==> src/dlbs_pkg.sv <==
`timescale 1ns / 1ps
`default_nettype none
// ----------------------------------------------------------------------------
// dlbs_pkg
// Shared types and constants of the baby-step giant-step discrete log core.
// ----------------------------------------------------------------------------
package dlbs_pkg;

    localparam int FIELD_BITS = 12;
    localparam int LOG_BITS   = 13;

    typedef struct packed {
        logic [FIELD_BITS-1:0] base;
        logic [FIELD_BITS-1:0] modulus;
        logic [FIELD_BITS-1:0] target;
    } t_in;

    typedef struct packed {
        logic [LOG_BITS-1:0] log_value;
        logic                found;
        logic                verified;
    } t_out;

    // Operand selection of the shared modular multiplier; the result goes back
    // to the register that the selection names.
    typedef enum logic [2:0] {
        MS_RED_A  = 3'd0,
        MS_RED_Y  = 3'd1,
        MS_CUR_A  = 3'd2,
        MS_ACC_SQ = 3'd3,
        MS_SQ_SQ  = 3'd4,
        MS_CUR_G  = 3'd5
    } t_mul_sel;

    typedef enum logic [4:0] {
        ST_IDLE,
        ST_CHECK,
        ST_RED_A,
        ST_RED_A_W,
        ST_RED_Y,
        ST_RED_Y_W,
        ST_SQRT,
        ST_CLEAR,
        ST_BABY_INIT,
        ST_BABY_WR,
        ST_BABY_W,
        ST_POW_G_INIT,
        ST_PW_CHK,
        ST_PW_MA,
        ST_PW_MA_W,
        ST_PW_MS,
        ST_PW_MS_W,
        ST_G_TAKE,
        ST_GIANT_MUL,
        ST_GIANT_W,
        ST_GIANT_RD,
        ST_GIANT_CHK,
        ST_POW_V_INIT,
        ST_V_TAKE,
        ST_DONE
    } t_state;

    typedef struct packed {
        logic     load;
        logic     mul_start;
        t_mul_sel mul_sel;
        logic     sqrt_step;
        logic     clr_step;
        logic     baby_init;
        logic     baby_write;
        logic     j_inc;
        logic     pow_init_g;
        logic     pow_init_v;
        logic     e_shift;
        logic     g_take;
        logic     giant_init;
        logic     giant_check;
        logic     giant_next;
        logic     v_take;
        logic     out_load;
    } t_cmd;

    typedef struct packed {
        logic p_zero;
        logic mul_done;
        logic sqrt_done;
        logic clr_done;
        logic baby_last;
        logic e_zero;
        logic e_lsb;
        logic hit;
        logic giant_last;
        logic out_free;
    } t_sts;

endpackage
`default_nettype wire

==> src/dlbs_ctrl.sv <==
`timescale 1ns / 1ps
`default_nettype none
// ----------------------------------------------------------------------------
// dlbs_ctrl
// Sequencer of one problem: reduce, square root, clear, baby, giant, verify.
// ----------------------------------------------------------------------------
module dlbs_ctrl
    import dlbs_pkg::*;
(
    input  wire logic i_clk,
    input  wire logic i_rst_n,
    input  wire logic i_in_valid,
    output logic      o_in_ready,
    input  wire t_sts i_sts,
    output t_cmd      o_cmd
);

    t_state r_state, n_state;
    logic   r_verify, n_verify;

    always_ff @(posedge i_clk) begin
        if (!i_rst_n) begin
            r_state  <= ST_IDLE;
            r_verify <= 1'b0;
        end else begin
            r_state  <= n_state;
            r_verify <= n_verify;
        end
    end

    always_comb begin
        n_state  = r_state;
        n_verify = r_verify;
        case (r_state)
            ST_IDLE:       if (i_in_valid) n_state = ST_CHECK;
            ST_CHECK:      n_state = i_sts.p_zero ? ST_DONE : ST_RED_A;
            ST_RED_A:      n_state = ST_RED_A_W;
            ST_RED_A_W:    if (i_sts.mul_done) n_state = ST_RED_Y;
            ST_RED_Y:      n_state = ST_RED_Y_W;
            ST_RED_Y_W:    if (i_sts.mul_done) n_state = ST_SQRT;
            ST_SQRT:       if (i_sts.sqrt_done) n_state = ST_CLEAR;
            ST_CLEAR:      if (i_sts.clr_done) n_state = ST_BABY_INIT;
            ST_BABY_INIT:  n_state = ST_BABY_WR;
            ST_BABY_WR:    n_state = i_sts.baby_last ? ST_POW_G_INIT : ST_BABY_W;
            ST_BABY_W:     if (i_sts.mul_done) n_state = ST_BABY_WR;
            ST_POW_G_INIT: begin
                n_state  = ST_PW_CHK;
                n_verify = 1'b0;
            end
            ST_PW_CHK: begin
                if (i_sts.e_zero) begin
                    n_state = r_verify ? ST_V_TAKE : ST_G_TAKE;
                end else if (i_sts.e_lsb) begin
                    n_state = ST_PW_MA;
                end else begin
                    n_state = ST_PW_MS;
                end
            end
            ST_PW_MA:      n_state = ST_PW_MA_W;
            ST_PW_MA_W:    if (i_sts.mul_done) n_state = ST_PW_MS;
            ST_PW_MS:      n_state = ST_PW_MS_W;
            ST_PW_MS_W:    if (i_sts.mul_done) n_state = ST_PW_CHK;
            ST_G_TAKE:     n_state = ST_GIANT_MUL;
            ST_GIANT_MUL:  n_state = ST_GIANT_W;
            ST_GIANT_W:    if (i_sts.mul_done) n_state = ST_GIANT_RD;
            ST_GIANT_RD:   n_state = ST_GIANT_CHK;
            ST_GIANT_CHK: begin
                if (i_sts.hit) begin
                    n_state = ST_POW_V_INIT;
                end else if (i_sts.giant_last) begin
                    n_state = ST_DONE;
                end else begin
                    n_state = ST_GIANT_MUL;
                end
            end
            ST_POW_V_INIT: begin
                n_state  = ST_PW_CHK;
                n_verify = 1'b1;
            end
            ST_V_TAKE:     n_state = ST_DONE;
            ST_DONE:       if (i_sts.out_free) n_state = ST_IDLE;
            default:       n_state = ST_IDLE;
        endcase
    end

    always_comb begin
        o_cmd      = '0;
        o_in_ready = 1'b0;
        case (r_state)
            ST_IDLE: begin
                o_in_ready = 1'b1;
                o_cmd.load = i_in_valid;
            end
            ST_RED_A: begin
                o_cmd.mul_start = 1'b1;
                o_cmd.mul_sel   = MS_RED_A;
            end
            ST_RED_Y: begin
                o_cmd.mul_start = 1'b1;
                o_cmd.mul_sel   = MS_RED_Y;
            end
            ST_SQRT:       o_cmd.sqrt_step = !i_sts.sqrt_done;
            ST_CLEAR:      o_cmd.clr_step = !i_sts.clr_done;
            ST_BABY_INIT:  o_cmd.baby_init = 1'b1;
            ST_BABY_WR: begin
                o_cmd.baby_write = 1'b1;
                o_cmd.mul_start  = !i_sts.baby_last;
                o_cmd.j_inc      = !i_sts.baby_last;
                o_cmd.mul_sel    = MS_CUR_A;
            end
            ST_POW_G_INIT: o_cmd.pow_init_g = 1'b1;
            ST_PW_MA: begin
                o_cmd.mul_start = 1'b1;
                o_cmd.mul_sel   = MS_ACC_SQ;
            end
            ST_PW_MS: begin
                o_cmd.mul_start = 1'b1;
                o_cmd.mul_sel   = MS_SQ_SQ;
                o_cmd.e_shift   = 1'b1;
            end
            ST_G_TAKE: begin
                o_cmd.g_take     = 1'b1;
                o_cmd.giant_init = 1'b1;
            end
            ST_GIANT_MUL: begin
                o_cmd.mul_start = 1'b1;
                o_cmd.mul_sel   = MS_CUR_G;
            end
            ST_GIANT_CHK: begin
                o_cmd.giant_check = 1'b1;
                o_cmd.giant_next  = !i_sts.hit && !i_sts.giant_last;
            end
            ST_POW_V_INIT: o_cmd.pow_init_v = 1'b1;
            ST_V_TAKE:     o_cmd.v_take = 1'b1;
            ST_DONE:       o_cmd.out_load = i_sts.out_free;
            default:       o_cmd = '0;
        endcase
    end

endmodule
`default_nettype wire

==> config.mk <==
export PLATFORM = sky130hd
export DESIGN_NAME = dlbs_ctrl
export DESIGN_NICKNAME = d
export VERILOG_FILES = /design/src/dlbs_pkg.sv /design/src/dlbs_ctrl.sv
export SDC_FILE = /design/constraint.sdc
export NUM_CORES = 1
export LEC_CHECK = 0
export BUFFER_PORTS_ARGS = -buffer_cell sky130_fd_sc_hd__buf_4
export CAP_MARGIN = 20
export CORE_MARGIN = 1
export CORE_UTILIZATION = 49
export CTS_CLUSTER_DIAMETER = 40
export DETAILED_ROUTE_END_ITERATION = 7
export PLACE_DENSITY = 0.79
export SLEW_MARGIN = 20
export SYNTH_ARGS = -nofsm -noshare
export SYNTH_HDL_FRONTEND = slang
export SYNTH_SLANG_ARGS = --single-unit
==> constraint.sdc <==
create_clock -name i_clk -period 2.1 [get_ports i_clk]
set_input_delay 0.525 -clock i_clk [delete_from_list [all_inputs] [get_ports i_clk]]
set_output_delay 0.525 -clock i_clk [all_outputs]
set_load 0.1 [all_outputs]
### Word level (Yosys, flattened, before mapping)

Cells that the tools add are included.

* muxes and demuxes: 33
* equal/unequal tests: 34
* reduce and logical (&&, ||, !) cells: 10

Operators by type and width (count)
* $pmux 5 s24: 1
* $mux 5: 12
* $eq 5x5->1 const B: 9
* $eq 5x4->1 const B: 8
* $pmux 4 s6: 1
* $eq 5x3->1 const B: 4
* $ne 2x2->1 const B: 10
* $mux 1: 11
* $eq 5x2->1 const B: 2
* $reduce_and 10->1: 1
* $mux 2: 4
* $mux 4: 2
* $eq 5x1->1 const B: 1
* $logic_not 1->1: 5
* $logic_not 5->1: 1
* $mux 3: 1
* $pmux 1 s2: 1
* $reduce_bool 2->1: 1
* $reduce_or 2->1: 1
* $logic_and 1x1->1: 1

* output and inout port bits: 20
* input bits: 13
* register bits: 6
* word-level logic and storage cells: 79

### Logic depth before layout (Yosys ltp)

Gate-level depths: netlist of the first run.

* depth after elaboration: 3
* depth in mapped cells: 7
* mapped depth without buffers: 5

### Worst setup path before layout of the first run

OpenSTA, ideal clock, no wires.

* path kind: flip-flop to output port
* start point: register r_state[1]
* end point: output o_cmd[12] (netlist bit)
* buffers on the path: 2
* setup slack: -2.603 ns
* cell stages (with the launch flop): 6
* data arrival time: 4.178 ns
* required time: 1.575 ns
* path through: dfxtp_1 -> buf_2 -> buf_2 -> nand2_1 -> or2_1 -> nor4b_1

RTL lines
* start, declared: RTL line dlbs_ctrl.sv:18 `t_state r_state, n_state;`
* start signal, assigned: RTL line dlbs_ctrl.sv:26 `r_state <= n_state;`
* end, declared: RTL line dlbs_ctrl.sv:15 `output t_cmd o_cmd`

==> results.txt, run 1 <==
----------------------------------------------------
[CTS]
  CTS tree ... built
  CTS clk-pin slew, worst paths ... approximately 0.06 ns
  Clock buffers created by TritonCTS ... 3
  Number of buffers on the longest clock path ... 2
  Skew-Pair Late Insertion Delay ... about 0.26 ns
  Count of clock tree sinks ... 6
  Number of levels the H-tree was split into ... 1
  Clock root buffer ... clkbuf_4

[Worst setup path]
  Arrival time reported for the critical path endpoint ... between 1.5 and 2 ns
  Required time at the endpoint of the critical path ... about 1.6 ns
  Maximum fanout count along the critical path ... 11
  WS Path Type ... reg2out
  Startpoint Class ... flop
  CP endpoint kind ... output pin

[Global route]
  GRT Resource Usage Total ... 0.3219
  Antenna violations before repair ... 0
  Vias in the first global route ... 1063
  Global-route wire length before repair ... approximately 4600 um
  Overflow left after global routing ... 0
  Maximum number of pins on one net before global-route repair ... 20

[Placed design]
  Gpl congestion ... roughly 0.95
  Worst slack at placement ... roughly 0.090 ns
  PortBufs ... 32
  Placed Cells incl. Taps ... about 180
  Detailed placement HPWL ... around 2200 um

[Yosys]
  Synth async-reset ratio ... 0
  Register bit total from synthesis ... 6
  Top cell type's share of synthesized area ... 0.1346
  Sequential share of the synthesized area ... 0.1346
  Count of flip-flops with a built-in enable after synthesis ... 0
  Post-synthesis net count ... about 140
  Number of standard cells after synthesis ... roughly 130
  Synth warn ... 0
  Largest cells by area after synthesis ... dfxtp_1 (13%), nor2_1 (5.9%), nand2b_1 (4.9%)
  Mean Syn Cell Area ... 7.137 um^2
  Commonest register cell after synthesis ... dfxtp_1
  Count of cell types in the netlist ... 48
  Biggest area consumer among synthesized cells ... dfxtp_1
  Post-synthesis cell area ... a little under 900 um^2

[STA]
  F_max ... about 480 MHz
  Final setup slack of the worst path ... ~0.004 ns
  Final-layout worst hold slack ... roughly 0.54 ns
  Slew at the pin closest to its max-slew limit ... 0.5246 ns
  Setup repair after global routing missed its margin ... true
  Worst slew margin ... 0.6458
  Worst-case clock skew ... 0.009958 ns
  Final hold vios ... 0
  Post-route fraction of the period consumed by the critical path ... 0.9981
  Number of slew-limit violations in the final report ... 0
  Final worst path period need ... ~2.1 ns
  Endpoints failing setup ... 0

[Power and ir drop]
  Power density cells ... approximately 1500 nW/um^2
  Max VDD drop ... 1127 uV
  Lkg Pwr ... roughly 0.60 nW
  Final Power ... about 2.2 mW

[Cells and area]
  Synth-to-layout area growth ... 67.32%
  Final non-filler cell total ... 192
  Final Util ... 0.8740
  Number of antenna cells inserted ... 0
  Number of nets in the final layout ... ~180
  Fraction of layout cells with a size suffix above 1 ... 0.5389

[Job]
  Number of max-capacitance violations reported ... 0

[Detailed routing]
  Via density per instance ... 6.078
  Iter 0 DRT Violations ... 29
  Met3 Routed Length ... approximately 250 um
  Vias after detailed routing ... ~1200
  Routed met1 length ... roughly 1100 um
  Met2 WL ... between 1500 and 2000 um
  WL final ... 3107 um
  Per-cell routed wire length ... 16.18 um
  Highest metal layer with signal wires ... met4
  Remaining design rule violation count ... 0
  Count of nets left with antenna violations after detail routing ... 0
  First-pass iteration count of the detailed router ... 4

[Floorplanning]
  Vertical die dimension ... ~45 um
  Die X-Extent ... between 40 and 50 um
  Total I/O pin count ... 33
  Total number of placement rows ... 15
  Standard cell core area ... roughly 1700 um^2
  Initial core utilization ... 0.5223
  Die area ... 1995 um^2

[Run status]
  Run status ... finished, final reports clean

[Hold path]
  Type of the worst min-delay path ... reg2reg

----------------------------------------------------
[metrics by stage]
stage | area (um^2) | TNS, ns
3_5_place_dp | 1349 | 0
3_3_place_gp | 1349 | 0
5_1_grt | 1493 | -0.04767
6_report | 1493 | 0
2_1_floorplan | 1094 | -3.280
4_1_cts | 1471 | 0
[synth_stat cells, types with 2 or more instances]
| cell | instances |
|---|---|
| nand2b_1 | 7 |
| nor3b_1 | 2 |
| nor2b_1 | 3 |
| dfxtp_1 | 6 |
| and3b_1 | 2 |
| xnor2_1 | 2 |
| or2_1 | 2 |
| nand3b_1 | 2 |
| buf_4 | 3 |
| inv_1 | 4 |
| o21a_1 | 4 |
| o2111ai_1 | 4 |
| o211ai_1 | 2 |
| a21oi_1 | 4 |
| nand4_1 | 2 |
| or3_1 | 2 |
| clkbuf_1 | 3 |
| o21ai_0 | 5 |
| buf_2 | 7 |
| o32a_1 | 2 |
| o211a_1 | 2 |
| nor3_1 | 7 |
| nand2_1 | 9 |
| buf_1 | 2 |
| nor2_1 | 14 |
[metal layers]
| layer | vias up | global-route usage |
|---|---|---|
| li1 | 546 | - |
| met1 | 538 | 0.3554 |
| met2 | 71 | 0.5794 |
| met3 | 12 | 0.06531 |
| met4 | 0 | 0.1576 |
| met5 | - | 0 |
[final cells by class]
type | count | area (um^2)
Sequential cell | 6 | 133.9
Fill cell | 98 | 215.2
Tap cell | 25 | 31.28
Inverter | 5 | 22.52
Clock buffer | 3 | 22.52
Timing Repair Buffer | 54 | 462.9
Multi-Input combinational cell | 99 | 819.5
[path summary, 6_finish.rpt]
path                                 start    endpoint  slack [ns]  cells after the start
worst min-delay path              r_verify    r_verify        0.54                      2
worst min register to register    r_verify    r_verify        0.54                      2
worst max register to register  r_state[3]  r_state[1]        0.18                      6
worst max-delay path            r_state[1]   o_cmd[17]       0.004                      5
[worst max-delay path, stage by stage, from the launching register on]
cell and delay (ns):
dfxtp_4 0.38, buf_4 0.19, o21ai_0 0.20, a32oi_1 0.15, o2bb2ai_2 0.19, buf_8 0.21
[state kept, by name (all words and copies together), names as in the netlist]
| register | cells |
|---|---|
| r_state | 5 |
| r_verify | 1 |
[cells by family after synthesis]
family                    after synthesis  synth area share
AOI/OAI and AO/OA                      35            0.3240
xor gates and xnor gates                2           0.01964
buffers and inverters                  20            0.1066
DFF                                     6            0.1346
muxes                                   1           0.01262
and+or+nand+nor                        61            0.4025
[placed cells by master (no fill, tap or decap), types with 4 or more instances in the layout]
master	instances
buf_6	6
a21oi_1	4
nand2_1	8
nor3_4	4
nand2b_1	7
nor2_1	7
buf_4	44
nor2_2	4
o2111ai_1	4
o21a_1	4
o21ai_0	5
[what timing repair did]
item	CTS	global route
cloned	0	0
pin swaps	1	1
setup buffers	4	1
resized for setup	21	4
endpoints found under the setup margin	15	8
hold buffers	0	0
[where the power goes]
| part | internal, mW | leakage, nW | switching [mW] | total, mW |
|---|---|---|---|---|
| registers | 0.170 | 0.0520 | 0.0954 | 0.266 |
| clock network | 0.0652 | 0.0138 | 0.0501 | 0.115 |
| logic | 0.700 | 0.538 | 1.15 | 1.85 |
Power figures use the tool's default switching activity.
==> run 2, diff against run 1 <==
Settings changed: CAP_MARGIN 20 to default, CELL_PAD_IN_SITES_DETAIL_PLACEMENT from default to 0, CELL_PAD_IN_SITES_GLOBAL_PLACEMENT from default to 1, CORE_UTILIZATION 49 to 34, PLACE_DENSITY 0.79 to default, PLACE_DENSITY_LB_ADDON from default to 0.15.
==> results.txt, run 2 (synthesis gave the netlist of run 1 again) <==
----------------------------------------------------
[STA]
  Final hold vios ... 0 (unchanged)
  Worst slew margin ... 0.6224 (was 0.6458)
  Endpoints failing setup ... 0 (unchanged)
  Post-route fraction of the period consumed by the critical path ... 0.9713 (was 0.9981)
  F_max ... 490.3 MHz (was 477.1 MHz)
  Slew at the pin closest to its max-slew limit ... 0.5622 ns (was 0.5246 ns)
  Setup repair after global routing missed its margin ... false (was true)
  Final setup slack of the worst path ... 0.06033 ns (was 0.004048 ns)
  Final-layout worst hold slack ... 0.5323 ns (was 0.5404 ns)
  Number of slew-limit violations in the final report ... 0 (unchanged)
  Final worst path period need ... 2.040 ns (was 2.096 ns)
  Worst-case clock skew ... 0.005234 ns (was 0.009958 ns)

[Power and ir drop]
  Final Power ... 2.149 mW (was 2.234 mW)
  Max VDD drop ... 1365 uV (was 1127 uV)
  Power density cells ... 1468 nW/um^2 (was 1496 nW/um^2)
  Lkg Pwr ... 0.5796 nW (was 0.6041 nW)

[Detailed routing]
  Remaining design rule violation count ... 0 (unchanged)
  First-pass iteration count of the detailed router ... 4 (unchanged)
  Per-cell routed wire length ... 13.84 um (was 16.18 um)
  Iter 0 DRT Violations ... 47 (was 29)
  Via density per instance ... 5.660 (was 6.078)
  WL final ... 2643 um (was 3107 um)
  Vias after detailed routing ... 1081 (was 1167)
  Count of nets left with antenna violations after detail routing ... 0 (unchanged)

[Placed design]
  PortBufs ... 32 (unchanged)
  Worst slack at placement ... 0.1025 ns (was 0.08996 ns)
  Placed Cells incl. Taps ... 187 (was 184)
  Detailed placement HPWL ... 2072 um (was 2250 um)
  Gpl congestion ... 0.9488 (was 0.9498)
  Area of placed instances ... 1340 um^2 (was 1349 um^2)

[Hold path]
  Worst Hold Path Cells ... 2 (unchanged)
  Min-Delay Startpoint ... r_verify (unchanged)
  Type of the worst min-delay path ... reg2reg (unchanged)
  WHS Endpoint ... r_verify (unchanged)

[Cells and area]
  Number of antenna cells inserted ... 0 (unchanged)
  Number of nets in the final layout ... 176 (was 182)
  Synth-to-layout area growth ... 64.09% (was 67.32%)
  Fraction of layout cells with a size suffix above 1 ... 0.5217 (was 0.5389)
  Number of filler instances in the final layout ... 235 (was 98)
  Top Registers ... r_state (5), r_verify (1) (unchanged)
  Most frequent standard cell in the layout excluding fill and tap cells ... buf_4 (unchanged)
  Commonest cells after routing, fill and taps aside ... buf_4 (38), nand2_1 (8), nand2b_1 (7), nor2_1 (7), buf_6 (6) (was buf_4 (44), nand2_1 (8), nand2b_1 (7), nor2_1 (7), buf_6 (6))
  Post-route standard cell area excluding fillers ... 1464 um^2 (was 1493 um^2)
  Largest register FFs ... 5 (unchanged)
  Final non-filler cell total ... 191 (was 192)
  Biggest register ... r_state (unchanged)

[Run status]
  Run status ... finished, final reports clean (unchanged)

[Floorplanning]
  Initial core utilization ... 0.3601 (was 0.5223)
  Die area ... 2833 um^2 (was 1995 um^2)
  Vertical die dimension ... 53.23 um (was 44.67 um)
  Die X-Extent ... 53.23 um (was 44.67 um)
  Total I/O pin count ... 33 (unchanged)
  Total number of placement rows ... 18 (was 15)
  Standard cell core area ... 2477 um^2 (was 1708 um^2)

[Global route]
  Overflow left after global routing ... 0 (unchanged)
  Vias in the first global route ... 951 (was 1063)
  Global-route met2 utilization ... 0.3292 (was 0.5794)
  Maximum number of pins on one net before global-route repair ... 16 (was 20)
  Global-route layer with the greatest usage ... met2 (unchanged)
  Global-route wire length before repair ... 4264 um (was 4643 um)
  Met3 global-route usage ... 0.01724 (was 0.06531)
  GRT Resource Usage Total ... 0.2079 (was 0.3219)
  Met1 Resource Use GR ... 0.2746 (was 0.3554)
  Antenna violations before repair ... 0 (unchanged)

[Worst setup path]
  Maximum fanout count along the critical path ... 8 (was 11)
  Arrival time reported for the critical path endpoint ... 1.51 ns (was 1.57 ns)
  Setup slack on the worst flop-to-flop path ... 0.18 ns (about the same)
  Reg2reg path depth ... 6 (unchanged)
  Required time at the endpoint of the critical path ... 1.57 ns (about the same)
  Bufs and invs on worst path ... 1 (was 2)
  Sequence of cells on the critical path ... nand2b_1 > or3_4 > nor3_4 > buf_12 (was buf_4 > o21ai_0 > a32oi_1 > o2bb2ai_2 > buf_8)
  Reg-to-reg endpoint ... r_state[1] (unchanged)
  Startpoint Class ... flop (unchanged)
  Reg2reg start ... r_state[0] (was r_state[3])
  WS Path Type ... reg2out (unchanged)
  Delay of the slowest critical-path stage ... 0.37 ns (was 0.38 ns)
  Kind of cell adding the most delay to the critical path ... simple AND/OR/NAND/NOR gates (was compound AO/OA/AOI/OAI gates)
  Crit path max-delay cell type ... dfxtp_4 (unchanged)
  CP endpoint kind ... output pin (unchanged)

[CTS]
  Number of levels the H-tree was split into ... 1 (unchanged)
  CTS clk-pin slew, worst paths ... 0.04 ns (was 0.06 ns)
  Clock buffers created by TritonCTS ... 3 (unchanged)
  Count of clock tree sinks ... 6 (unchanged)
  CTS tree ... built (unchanged)
  Number of buffers on the longest clock path ... 2 (unchanged)
  Hold-fix buffer count after cts ... 0 (unchanged)
  Skew-Pair Late Insertion Delay ... 0.25 ns (was 0.26 ns)
  Clock root buffer ... clkbuf_4 (unchanged)

[Job]
  Number of max-capacitance violations reported ... 0 (unchanged)

----------------------------------------------------
==> run 2: power by group <==
group          internal, mW  leakage (nW)  switching (mW)
Sequential            0.171        0.0520          0.0928
Clock                0.0647        0.0138          0.0421
Combinational         0.658         0.514            1.12
==> run 2: final cells by class <==
type | instances | area, um^2 | share of cell area
multi-input combinational | 99 | 822.0 | 0.5615
timing repair buffer | 48 | 422.9 | 0.2889
sequential | 6 | 133.9 | 0.09145
tap | 30 | 37.54 | 0.02564
inverter | 5 | 25.02 | 0.01709
clock buffer | 3 | 22.52 | 0.01538
==> run 2: stage by stage <==
step	utilization	TNS, ns
2_1_floorplan	-	-3.280
3_3_place_gp	0.5409	0
3_5_place_dp	0.5409	0
4_1_cts	0.5712	0
5_1_grt	0.5909	0
6_report	0.5909	0
==> run 2: routing by layer <==
metal	vias up	routed length, um
met5	-	0
met4	0	62
met3	7	175
li1	533	-
met2	52	1225
met1	489	1179
==> run 2: how the worst max path moves through the flow <==
stage	depth (start not counted)	startpoint	slack [ns]	end
detailed placement	6	r_state[3]	0.10	r_state[1]
floorplan	5	r_state[1]	-0.46	o_cmd[12]
finish	4	r_state[1]	0.06	o_cmd[2]
global route	4	r_state[1]	0.002	o_cmd[2]
global placement	6	r_state[3]	0.08	r_state[1]
CTS	6	r_state[2]	0.002	o_cmd[17]
==> run 2: repair_timing <==
item,CTS,global route
gates resized for setup,16,12
pin swaps,0,3
setup buffers,0,1
endpoints found under the setup margin,10,9
==> run 2: worst reg2reg max path, delay by kind of cell (launching register included) <==
kind / cells / cell delay [ns]
AO/OA/AOI/OAI: 3 / 0.52
buffers and inverters: 1 / 0.19
flip-flops: 1 / 0.38
AND/OR/NAND/NOR: 2 / 0.73
==> run 3, diff against run 2 <==
Settings changed: CORE_UTILIZATION 34 to 30.
==> results.txt, run 3 (synthesis gave the netlist of run 1 again) <==
----------------------------------------------------
[CTS]
  Clock root buffer ... clkbuf_4 (unchanged)
  Clock buffers created by TritonCTS ... 3 (unchanged)
  Hold-fix buffer count after cts ... 0 (unchanged)
  Count of clock tree sinks ... 6 (unchanged)
  Skew-Pair Late Insertion Delay ... 0.25 ns (about the same)
  CTS clk-pin slew, worst paths ... 0.04 ns (about the same)
  CTS tree ... built (unchanged)
  Number of levels the H-tree was split into ... 1 (unchanged)
  Number of setup buffers added after CTS ... 0 (unchanged)
  Number of buffers on the longest clock path ... 2 (unchanged)

[Worst setup path]
  Maximum fanout count along the critical path ... 9 (was 8)
  Kind of cell adding the most delay to the critical path ... simple AND/OR/NAND/NOR gates (unchanged)
  Sequence of cells on the critical path ... or3b_1 > nor3_4 > buf_6 (was nand2b_1 > or3_4 > nor3_4 > buf_12)
  Crit path max-delay cell type ... or3b_1 (was dfxtp_4)
  Required time at the endpoint of the critical path ... 1.57 ns (about the same)
  Delay of the slowest critical-path stage ... 0.49 ns (was 0.37 ns)
  WS Path Type ... reg2out (unchanged)
  Startpoint Class ... flop (unchanged)
  Bufs and invs on worst path ... 1 (unchanged)
  Arrival time reported for the critical path endpoint ... 1.55 ns (was 1.51 ns)
  CP endpoint kind ... output pin (unchanged)

[STA]
  Number of slew-limit violations in the final report ... 0 (unchanged)
  Slew at the pin closest to its max-slew limit ... 0.4528 ns (was 0.5622 ns)
  Final setup slack of the worst path ... 0.02144 ns (was 0.06033 ns)
  Post-route fraction of the period consumed by the critical path ... 0.9898 (was 0.9713)
  Final worst path period need ... 2.079 ns (was 2.040 ns)
  Worst-case clock skew ... 0.003677 ns (was 0.005234 ns)
  Final hold vios ... 0 (unchanged)
  Endpoints failing setup ... 0 (unchanged)
  F_max ... 481.1 MHz (was 490.3 MHz)
  Worst slew margin ... 0.6959 (was 0.6224)
  Summed negative setup slack over all endpoints ... 0 ns (unchanged)
  Setup repair after global routing missed its margin ... true (was false)

[Detailed routing]
  Remaining design rule violation count ... 0 (unchanged)
  Via density per instance ... 5.615 (was 5.660)
  Count of nets left with antenna violations after detail routing ... 0 (unchanged)
  First-pass iteration count of the detailed router ... 4 (unchanged)
  Per-cell routed wire length ... 14.83 um (was 13.84 um)
  Iter 0 DRT Violations ... 36 (was 47)
  WL final ... 2847 um (was 2643 um)
  Vias after detailed routing ... 1078 (was 1081)

[Cells and area]
  Commonest cells after routing, fill and taps aside ... buf_4 (33), buf_6 (12), nand2_1 (8) (was buf_4 (38), nand2_1 (8), nand2b_1 (7), nor2_1 (7), buf_6 (6))
  Largest register FFs ... 5 (unchanged)
  Top Registers ... r_state (5), r_verify (1) (unchanged)
  Most frequent standard cell in the layout excluding fill and tap cells ... buf_4 (unchanged)
  Area occupied by multi-input gates ... 817.0 um^2 (was 822.0 um^2)
  Biggest register ... r_state (unchanged)
  Number of antenna cells inserted ... 0 (unchanged)
  Fraction of layout cells with a size suffix above 1 ... 0.5155 (was 0.5217)
  Post-route standard cell area excluding fillers ... 1473 um^2 (was 1464 um^2)
  Number of nets in the final layout ... 176 (unchanged)
  Synth-to-layout area growth ... 65.08% (was 64.09%)
  Register area ... 133.9 um^2 (unchanged)
  Final Util ... 0.5295 (was 0.5909)
  Number of filler instances in the final layout ... 268 (was 235)

[Placed design]
  Gpl congestion ... 0.8740 (was 0.9488)
  Area of placed instances ... 1349 um^2 (was 1340 um^2)
  PortBufs ... 32 (unchanged)
  Worst slack at placement ... 0.03023 ns (was 0.1025 ns)
  Detailed placement HPWL ... 2233 um (was 2072 um)

[Power and ir drop]
  Power density cells ... 1474 nW/um^2 (was 1468 nW/um^2)
  Lkg Pwr ... 0.5749 nW (was 0.5796 nW)
  Max VDD drop ... 1883 uV (was 1365 uV)
  Final Power ... 2.171 mW (was 2.149 mW)

[Global route]
  Met3 global-route usage ... 0.02765 (was 0.01724)
  GRT Resource Usage Total ... 0.1861 (was 0.2079)
  Vias in the first global route ... 1004 (was 951)
  Global-route wire length before repair ... 4705 um (was 4264 um)
  Antenna violations before repair ... 0 (unchanged)
  Met1 Resource Use GR ... 0.2444 (was 0.2746)
  Global-route met2 utilization ... 0.2992 (was 0.3292)
  Global-route layer with the greatest usage ... met2 (unchanged)
  Overflow left after global routing ... 0 (unchanged)
  Maximum number of pins on one net before global-route repair ... 19 (was 16)

[Job]
  Number of max-capacitance violations reported ... 0 (unchanged)

[Floorplanning]
  Vertical die dimension ... 56.53 um (was 53.23 um)
  Die X-Extent ... 56.53 um (was 53.23 um)
  Standard cell core area ... 2781 um^2 (was 2477 um^2)
  Die area ... 3196 um^2 (was 2833 um^2)
  Initial core utilization ... 0.3207 (was 0.3601)
  Total I/O pin count ... 33 (unchanged)
  Total number of placement rows ... 19 (was 18)

[Run status]
  Run status ... finished, final reports clean (unchanged)

[Hold path]
  Type of the worst min-delay path ... reg2reg (unchanged)

----------------------------------------------------
run 3: final cells by class:
type,count,area share
Clock buffer,3,0.01529
Timing Repair Buffer,48,0.2974
Multi-Input combinational cell,99,0.5548
Tap cell,31,0.02634
Inverter,5,0.01529
Sequential cell,6,0.09091
run 3: worst paths after layout:
path,depth (start not counted),from,end,slack [ns]
hold reg to reg,2,r_verify,r_verify,0.53
setup / recovery,3,r_state[3],o_cmd[0],0.02
setup reg to reg,6,r_state[3],r_state[1],0.27
hold / removal,2,r_verify,r_verify,0.53
run 3: where the power goes:
part	leakage [nW]	total [mW]	internal, mW	switching [mW]
registers	0.0520	0.257	0.171	0.0867
logic	0.509	1.81	0.669	1.14
clock network	0.0138	0.107	0.0647	0.0425
total	0.575	2.17	0.904	1.27
run 3: through the flow:
stage,hold slack (ns),cells
2_1_floorplan,0.4990,125
3_3_place_gp,0.5240,189
3_5_place_dp,0.5219,189
4_1_cts,0.5280,192
5_1_grt,0.5612,192
6_report,0.5336,192
run 3: per-layer routing:
metal  vias up  part of all wire
met2        44              0.49
met1       494              0.43
met5         -                 0
met3         8             0.058
li1        532                 -
met4         0             0.026
run 3: repair_timing:
action                     CTS  global route
pin swaps                    0             3
resized for setup           21             9
setup endpoints to repair   14            11
run 3: worst min-delay path: cells and delay by family, from the launching register on:
| kind | cells | cell delay, ns |
|---|---|---|
| DFF | 1 | 0.31 |
| and+or+nand+nor | 1 | 0.06 |
| AOI/OAI and AO/OA | 1 | 0.12 |
